### config.mk
export PLATFORM = sky130hd
export DESIGN_NAME = fra_ctrl
export DESIGN_NICKNAME = d
export VERILOG_FILES = /design/src/rtl/fra_pkg.sv /design/src/rtl/fra_ctrl.sv
export SDC_FILE = /design/constraint.sdc
export NUM_CORES = 1
export LEC_CHECK = 0
export ABC_AREA = 1
export ABC_CLOCK_PERIOD_IN_PS = 1010
export BUFFER_PORTS_ARGS = -buffer_cell sky130_fd_sc_hd__buf_2
export CORE_AREA = 2 2 39 41
export DETAILED_ROUTE_END_ITERATION = 8
export DIE_AREA = 0 0 41 43
export GPL_TIMING_DRIVEN = 0
export PLACE_DENSITY = 0.47
export SLEW_MARGIN = 20
export SYNTH_ARGS = -nofsm -noshare
export SYNTH_HDL_FRONTEND = slang
export SYNTH_SLANG_ARGS = --single-unit
export TNS_END_PERCENT = 50
### constraint.sdc
create_clock -name clk -period 1.01 [get_ports clk]
set_input_delay 0.1515 -clock clk [delete_from_list [all_inputs] [get_ports clk]]
set_output_delay 0.1515 -clock clk [all_outputs]
set_load 0.05 [all_outputs]
### src/rtl/fra_pkg.sv
// shared types, constants and checksum helper for the fragment reassembler
`timescale 1ns / 1ps
`default_nettype none
package fra_pkg;

  localparam int FRAGMENT_BYTES_DEF = 624;
  localparam int HEADER_BYTES       = 16;
  localparam int PACKET_BYTES_DEF   = 2048;

  localparam int MIN_PACKET   = 34;
  localparam int PROTO_POS    = 23;
  localparam int IP_CSUM_POS  = 24;
  localparam int SRC_IP_POS   = 26;
  localparam int DST_IP_POS   = 30;
  localparam int TCP_CSUM_POS = 50;
  localparam int IP_SUM_FIRST = 14;

  localparam int CFG_IDX_W  = 2;
  localparam int CFG_DATA_W = 48;

  localparam logic [CFG_IDX_W-1:0] REG_MATCH_IP   = 2'd0;
  localparam logic [CFG_IDX_W-1:0] REG_NEW_IP     = 2'd1;
  localparam logic [CFG_IDX_W-1:0] REG_DEST_MAC   = 2'd2;
  localparam logic [CFG_IDX_W-1:0] REG_SOURCE_MAC = 2'd3;

  localparam logic [31:0] MATCH_IP_RST   = 32'd3232235620;
  localparam logic [31:0] NEW_IP_RST     = 32'd3232236132;
  localparam logic [47:0] DEST_MAC_RST   = 48'd150737334935;
  localparam logic [47:0] SOURCE_MAC_RST = 48'd220590336660418;

  localparam logic [2:0] ST_KEPT     = 3'd0;
  localparam logic [2:0] ST_ORDER    = 3'd1;
  localparam logic [2:0] ST_READY    = 3'd2;
  localparam logic [2:0] ST_MISMATCH = 3'd3;
  localparam logic [2:0] ST_BADLEN   = 3'd4;
  localparam logic [2:0] ST_OUTBUSY  = 3'd5;
  localparam logic [2:0] ST_READ     = 3'd6;
  localparam logic [2:0] ST_EMPTY    = 3'd7;

  typedef struct packed {
    logic       cmd;
    logic [7:0] in_byte;
  } req_t;

  typedef struct packed {
    logic [2:0]  status;
    logic [7:0]  out_byte;
    logic        out_last;
    logic [11:0] packet_length;
  } res_t;

  typedef struct packed {
    logic launch;
    logic copy_last;
    logic csum_last;
  } fra_stat_t;

  typedef struct packed {
    logic copy_rd;
    logic csum_wr;
    logic finish;
    logic busy;
  } fra_cmd_t;

  // ones' complement add with end-around carry
  function automatic logic [15:0] csum_add(input logic [15:0] sum, input logic [15:0] word);
    logic [16:0] s;
    s = {1'b0, sum} + {1'b0, word};
    return s[15:0] + {15'd0, s[16]};
  endfunction

endpackage
`default_nettype wire

### src/rtl/fra_ctrl.sv
// controller for the copy, rewrite and checksum sequence
`timescale 1ns / 1ps
`default_nettype none
module fra_ctrl import fra_pkg::*; (
  input  wire  logic      clk,
  input  wire  logic      rst,
  input  wire  fra_stat_t stat,
  output fra_cmd_t        cmd
);

  typedef enum logic [4:0] {
    S_IDLE  = 5'b00001,
    S_COPY  = 5'b00010,
    S_DRAIN = 5'b00100,
    S_CSUM  = 5'b01000,
    S_DONE  = 5'b10000
  } state_t;

  state_t state, state_next;

  always_ff @(posedge clk) begin
    if (rst) begin
      state <= S_IDLE;
    end else begin
      state <= state_next;
    end
  end

  always_comb begin
    state_next  = state;
    cmd.copy_rd = 1'b0;
    cmd.csum_wr = 1'b0;
    cmd.finish  = 1'b0;
    cmd.busy    = 1'b1;
    case (state)
      S_IDLE: begin
        cmd.busy = 1'b0;
        if (stat.launch) begin
          state_next = S_COPY;
        end
      end
      S_COPY: begin
        cmd.copy_rd = 1'b1;
        if (stat.copy_last) begin
          state_next = S_DRAIN;
        end
      end
      S_DRAIN: begin
        state_next = S_CSUM;
      end
      S_CSUM: begin
        cmd.csum_wr = 1'b1;
        if (stat.csum_last) begin
          state_next = S_DONE;
        end
      end
      S_DONE: begin
        cmd.finish = 1'b1;
        state_next = S_IDLE;
      end
      default: begin
        state_next = S_IDLE;
      end
    endcase
  end

endmodule
`default_nettype wire

### Word level (Yosys, flattened, before mapping)

Cells that the tools add are included.

| cells by class | value |
|---|---|
| divide/modulo/power cells | 0 |
| reduce and logical (&&, ||, !) cells | 1 |
| shifts and indexed selects | 0 |
| add/subtract/negate cells | 0 |
| $mul | 0 |
| bitwise logic cells | 0 |
| mux-type cells | 8 |
| eq/ne operators | 8 |
| $lt $le $gt $ge | 0 |

Operator list:

| operator | number |
|---|---|
| $pmux 5 s4 | 1 |
| $mux 5 | 3 |
| $ne 2x2->1 const B | 3 |
| $eq 5x1->1 const B | 1 |
| $eq 5x2->1 const B | 1 |
| $eq 5x3->1 const B | 1 |
| $eq 5x4->1 const B | 1 |
| $eq 5x5->1 const B | 1 |
| $mux 1 | 4 |
| $reduce_and 3->1 | 1 |

| word-level totals | value |
|---|---|
| bits in latches | 0 |
| bits of input ports | 5 |
| output and inout port bits | 4 |
| RAM bits | 0 |
| memories | 0 |
| register bits after elaboration | 5 |
| word-level logic and storage cells | 18 |
| memory bits (read-only) | 0 |

### Depth between registers and ports, before layout

Gate-level depths: netlist of run 1.

| logic depth | value |
|---|---|
| depth after elaboration | 3 |
| depth in mapped cells | 7 |
| depth with buffers taken out | 7 |

### Least setup slack after synthesis of run 1

OpenSTA, ideal clock, no wires.

| path | value |
|---|---|
| path type | flip-flop to output port |
| from | reg state[0] |
| to | out cmd[1] (netlist bit) |
| data arrival time | 1.187 ns |
| path slack | -0.328 ns |
| required time | 0.859 ns |
| buffers on the path | 0 |
| stages on the path, launching flop included | 4 |
| path through | dfxtp_1 nor2_2 nand2_1 nor2_1 |

RTL lines:

| what | line | source |
|---|---|---|
| start, declared | fra_ctrl.sv:19 | `state_t state, state_next;` |
| start signal, assigned | fra_ctrl.sv:25 | `state <= state_next;` |
| end, declared | fra_ctrl.sv:8 | `output fra_cmd_t cmd` |

==> results by group, run 1 <==
Logic synthesis
  • Synth area leaders: sky130_fd_sc_hd__dfxtp_1 (34%), sky130_fd_sc_hd__inv_1 (7.7%), sky130_fd_sc_hd__nand3_2 (6.8%)
  • Instance count of the mapped netlist: 39
  • Library cells used by synthesis: 18
  • Post-synth design cell area: 294 µm²
  • Share of the synthesized area in the top cell type: 34.0%
  • Sequential area share after synthesis: 34.0%
  • Number of storage elements in the synthesis netlist: 5
  • Yosys warnings: 0
  • Syn_area_per_cell: 7.54 µm²
  • Synth area leader: sky130_fd_sc_hd__dfxtp_1
  • Post-synthesis net count: 44

Critical path
  • Startpoint type of the worst setup path: flop
  • Required time of the critical path: 0.86 ns
  • CP max FO: 3
  • Kind of capture point of the worst setup path: output port
  • CP arrival: 1.12 ns
  • WS Path Type: reg2out

Finish
  • Share of layout cells above drive strength 1: 76.7%
  • Most flop-heavy register: state
  • Commonest cells after routing, fill and taps aside: sky130_fd_sc_hd__buf_4 (9), sky130_fd_sc_hd__dfxtp_2 (5)
  • Area delta synth->final: 77.4%
  • Post-layout net count: 66
  • Final standard cell count with taps included and fillers excluded: 76
  • Most common cell after layout, fill and taps aside: sky130_fd_sc_hd__buf_4
  • Largest registers: state x5
  • Fillers: 149
  • Diodes inserted: 0
  • Number of flip-flops in the largest register: 5

STA
  • Max-slew violation count: 0
  • Largest clock skew in the final design: 0.00134 ns
  • Final cycle utilization of the critical path: 126%
  • Worst Tran Pin Value: 0.145 ns
  • Fin crit period: 1.28 ns
  • Setup repair after global routing missed its margin: yes
  • Final setup violation count: 9
  • Fin Hold WS: 0.136 ns
  • Smallest setup slack after layout: -0.266 ns
  • Relative slew slack: 90.3%
  • Number of hold violations in the final report: 0
  • Maximum achievable frequency: 783 MHz

Routing
  • Post-route ant nets: 0
  • Total via count in the routed design: 316
  • Iter 0 DRT Violations: 5
  • Post-Route WL: 741 µm
  • Routed length per placed instance: 9.75 µm
  • TritonRoute pass-1 iters: 4
  • Via-per-instance ratio: 4.16
  • Number of remaining DRC errors: 0

GRT
  • Global-route wire length before repair: 1.32 mm
  • Largest net degree at the start of global routing: 7
  • Number of antenna violations at the first check in global routing: 0
  • Vias in the first global route: 335
  • Overall routing resource usage: 11.9%
  • GRT Residual Overflow: 0

Floorplan
  • Total die area: 1760 µm²
  • DIE WIDTH: 41 µm
  • Initial Utilization: 21.2%
  • Site Rows: 14
  • Die height: 43 µm
  • Core region area: 1380 µm²
  • Ports placed on the boundary: 9

Clock network
  • Maximum number of buffers from clock root to sink: 2
  • Clock latency reported for the late side of the worst-skew pair: 0.24 ns
  • Number of buffers inserted by hold repair at cts: 0
  • Maximum level of the CTS H-tree: 1
  • TritonCTS clock tree: built
  • Total CTS buffers: 3
  • Clock root cell: sky130_fd_sc_hd__clkbuf_4
  • Clock-pin slew of the registers on the worst-case setup and hold paths: 0.04 ns
  • CTS sink count: 5

Status
  • Violated checks: negative setup slack
  • Outcome: finished with violations

Power
  • Total power: 0.629 mW
  • Cell leakage power: 0.251 nW
  • Power Dens Cells: 1210 nW/µm²
  • Maximum vdd drop: 0.336 mV

Placement
  • Routability congestion estimate: 0.656
  • Detailed-placement wirelength estimate: 427 µm
  • I/O Buffers: 8
  • Cell count after placement: 63

Job
  • MaxCap Viol Count: 0

Worst hold path
  • Worst hold path type: in2reg
-- report_power, final --
group	internal, mW	switching (mW)
logic	0.0817	0.102
clock network	0.149	0.0739
registers	0.210	0.0124
total	0.441	0.188
-- synth_stat cells, drive strengths merged --
library cell,instances
nor3,2
a21oi,1
nand3b,1
nor2,8
a31oi,1
nand4,3
buf,1
inv,9
nand2,5
dfxtp,5
nand3,3
-- per-layer routing --
metal,GRT usage [%],up-vias,wire [µm]
met3,3.14,0,31
li1,-,164,-
met1,12.6,141,280
met2,18.1,11,429
met5,0,-,0
met4,10.0,0,0
-- final timing paths --
path | from | endpoint | slack, ns | cells past startpoint
worst max-delay path | state[2] | cmd[3] | -0.27 | 5
worst min-delay path | rst | state[3] | 0.14 | 2
worst max register to register | state[3] | state[1] | -0.18 | 7
worst min register to register | state[2] | state[3] | 0.57 | 2
-- layout make-up --
type / instances / area, µm² / share of cell area, %
multi-input cells: 24 / 181 / 34.8
repair buffers: 17 / 140 / 26.9
flip-flops and latches: 5 / 106 / 20.4
inverters: 9 / 36.3 / 6.95
clock buffers: 4 / 26.3 / 5.04
well taps: 16 / 20.0 / 3.84
plain buffers: 1 / 11.3 / 2.16
-- kinds of logic (layout without fill, tap and decap cells) --
group,count (synthesis),count (layout),synth area share [%]
simple gates,22,22,48.1
flops,5,5,34.0
compound gates,2,2,3.83
buf+inv,10,31,14.0
-- worst max-delay path, cell delays in order, from the launching register on --
cell and delay, ns:
sky130_fd_sc_hd__dfxtp_2 0.34, sky130_fd_sc_hd__nor2_4 0.15, sky130_fd_sc_hd__nand3_2 0.10, sky130_fd_sc_hd__inv_2 0.08, sky130_fd_sc_hd__buf_6 0.09, sky130_fd_sc_hd__buf_8 0.13
-- per-stage QoR --
step	area [µm²]	utilization [%]	setup WS (ns)	TNS (ns)
final	522	37.7	-0.266	-1.57
after global routing	522	37.7	-0.338	-2.25
after CTS	510	36.9	-0.268	-1.31
after detailed placement	362	26.1	-0.193	-0.576
after global placement	362	26.1	-0.209	-0.647
after floorplan	302	-	-0.105	-0.156
-- repair_timing --
item / 4_1_cts / 5_1_grt
pin swaps: 6 / 5
resized for setup: 21 / 4
endpoints found under the setup margin: 8 / 9
setup buffers: 9 / 0
(Power assumes the default switching activity.)
==> inputs of run 2 (changes only) <==
- PLACE_DENSITY: 0.47 -> not set
- PLACE_DENSITY_LB_ADDON: not set -> 0.25
==> run 2 against run 1 <==
  * The flow still finishes with violations (negative setup slack)
  * First-iteration DRC count rose by 40%
  * Wire length shrank 5.9%
  * Core utilization shrank 1.3 points
  * Non-clock buffer count fell by 2
  * Sequential share of layout area is 0.46 points higher
  * Via count grew 1.3%
  * Combinational power hardly changed
  * Total power rose by 0.95%
  * Critical path depth did not move
  * Clock-buffer cell count unchanged
  * Cell area down 3.4%
  * Worst hold slack improved by 0.0091 ns
  * Critical path type unchanged
  * Largest power group is now clock
  * Highest routed layer unchanged
==> results by group, run 2 (synthesis gave the netlist of run 1 again) <==
Finish
  • Diodes inserted: 0 (unchanged)
  • Final instance area: 504 µm² (was 522 µm²)
  • Fillers: 139 (was 149)
  • Post-layout net count: 64 (was 66)
  • Area delta synth->final: 71.5% (was 77.4%)
  • Most flop-heavy register: state (unchanged)
  • Share of layout cells above drive strength 1: 72.4% (was 76.7%)
  • Number of flip-flops in the largest register: 5 (unchanged)
  • Most common cell after layout, fill and taps aside: sky130_fd_sc_hd__buf_4 (unchanged)
  • Commonest cells after routing, fill and taps aside: sky130_fd_sc_hd__buf_4 (7), sky130_fd_sc_hd__inv_1 (5) (was sky130_fd_sc_hd__buf_4 (9), sky130_fd_sc_hd__dfxtp_2 (5))
  • Largest registers: state x5 (unchanged)

Routing
  • Post-Route WL: 697 µm (was 741 µm)
  • Routed length per placed instance: 9.42 µm (was 9.75 µm)
  • Iter 0 DRT Violations: 7 (was 5)
  • TritonRoute pass-1 iters: 4 (unchanged)
  • Post-route ant nets: 0 (unchanged)
  • Number of remaining DRC errors: 0 (unchanged)
  • Total via count in the routed design: 320 (was 316)
  • Via-per-instance ratio: 4.32 (was 4.16)

Floorplan
  • Initial Utilization: 21.2% (unchanged)
  • Site Rows: 14 (unchanged)
  • Core region area: 1380 µm² (unchanged)
  • Ports placed on the boundary: 9 (unchanged)
  • Total die area: 1760 µm² (unchanged)
  • DIE WIDTH: 41 µm (unchanged)
  • Die height: 43 µm (unchanged)

GRT
  • Largest net degree at the start of global routing: 7 (unchanged)
  • Number of antenna violations at the first check in global routing: 0 (unchanged)
  • GRT Residual Overflow: 0 (unchanged)
  • Global-route wire length before repair: 1.16 mm (was 1.32 mm)
  • Overall routing resource usage: 9.75% (was 11.9%)
  • Vias in the first global route: 299 (was 335)

STA
  • Largest clock skew in the final design: 0.000533 ns (was 0.00134 ns)
  • Number of hold violations in the final report: 0 (unchanged)
  • Final cycle utilization of the critical path: 126% (about the same)
  • TNS Setup: -1.24 ns (was -1.57 ns)
  • Fin crit period: 1.27 ns (was 1.28 ns)
  • Setup repair after global routing missed its margin: yes (unchanged)
  • Worst Tran Pin Value: 0.151 ns (was 0.145 ns)
  • Maximum achievable frequency: 789 MHz (was 783 MHz)
  • Smallest setup slack after layout: -0.258 ns (was -0.266 ns)
  • Max-slew violation count: 0 (unchanged)
  • Final setup violation count: 8 (was 9)
  • Relative slew slack: 89.9% (was 90.3%)

Placement
  • I/O Buffers: 8 (unchanged)
  • Placement Cell Area: 362 µm² (unchanged)
  • Routability congestion estimate: 0.741 (was 0.656)
  • Detailed-placement wirelength estimate: 463 µm (was 427 µm)

Clock network
  • Clock-pin slew of the registers on the worst-case setup and hold paths: 0.04 ns (about the same)
  • Clock root cell: sky130_fd_sc_hd__clkbuf_4 (unchanged)
  • CTS sink count: 5 (unchanged)
  • Total CTS buffers: 3 (unchanged)
  • Clock latency reported for the late side of the worst-skew pair: 0.24 ns (about the same)
  • TritonCTS clock tree: built (unchanged)
  • Maximum level of the CTS H-tree: 1 (unchanged)
  • Maximum number of buffers from clock root to sink: 2 (unchanged)

Status
  • Outcome: finished with violations (unchanged)
  • Violated checks: negative setup slack (unchanged)

Worst hold path
  • Worst hold path type: in2reg (unchanged)

Critical path
  • CP arrival: 1.12 ns (about the same)
  • Kind of capture point of the worst setup path: output port (unchanged)
  • Startpoint type of the worst setup path: flop (unchanged)
  • Required time of the critical path: 0.86 ns (about the same)
  • CP max FO: 3 (unchanged)
  • WS Path Type: reg2out (unchanged)

Power
  • Power Dens Cells: 1260 nW/µm² (was 1210 nW/µm²)
  • Maximum vdd drop: 0.480 mV (was 0.336 mV)
  • Cell leakage power: 0.241 nW (was 0.251 nW)

Job
  • MaxCap Viol Count: 0 (unchanged)
[run 2: metrics by stage]
stage | hold slack [ns] | setup slack [ns] | util, % | total power, mW | std cells
after floorplan | 0.220 | -0.105 | - | 0.324 | 39
after global placement | 0.387 | -0.210 | 26.1 | 0.355 | 63
after detailed placement | 0.384 | -0.199 | 26.1 | 0.356 | 63
after CTS | 0.130 | -0.287 | 35.3 | 0.639 | 73
after global routing | 0.156 | -0.324 | 36.4 | 0.673 | 74
final | 0.145 | -0.258 | 36.4 | 0.635 | 74
[run 2: final timing paths]
check                               from       end  slack (ns)  cells past startpoint
worst max-delay path            state[3]    cmd[3]       -0.26                      5
worst min register to register  state[2]  state[3]        0.57                      2
worst min-delay path                 rst  state[2]        0.14                      2
worst max register to register  state[3]  state[2]       -0.10                      8
[run 2: area by class of cell]
class | count | area, µm² | area share, %
buffer | 1 | 11.3 | 2.23
clock buffer | 4 | 26.3 | 5.21
inverter | 9 | 33.8 | 6.70
multi-input combinational | 24 | 183 | 36.2
sequential | 5 | 105 | 20.8
tap | 16 | 20.0 | 3.97
timing repair buffer | 15 | 125 | 24.8
[run 2: power breakdown]
group	internal [mW]	leakage (nW)	switching [mW]
Clock	0.149	0.0150	0.0795
Sequential	0.210	0.0419	0.0124
Combinational	0.0766	0.184	0.107
[run 2: what timing repair did]
action	CTS	global route
hold buffers	0	0
gates cloned	0	0
pin swaps	4	5
setup endpoints to repair	8	9
setup buffers	6	1
hold endpoints to repair	0	0
gates resized for setup	20	2
[run 2: layer usage]
layer,share of wire [%],GRT usage (%)
met2,54,14.1
met5,0,0
met4,0,6.00
met1,43,11.9
met3,2.9,3.14
[run 2: worst max-delay path, cell delays in order (launching register included)]
cell and delay, ns:
sky130_fd_sc_hd__dfxtp_2 0.33, sky130_fd_sc_hd__nor2_4 0.14, sky130_fd_sc_hd__nand3_2 0.11, sky130_fd_sc_hd__inv_2 0.08, sky130_fd_sc_hd__buf_6 0.09, sky130_fd_sc_hd__buf_8 0.13
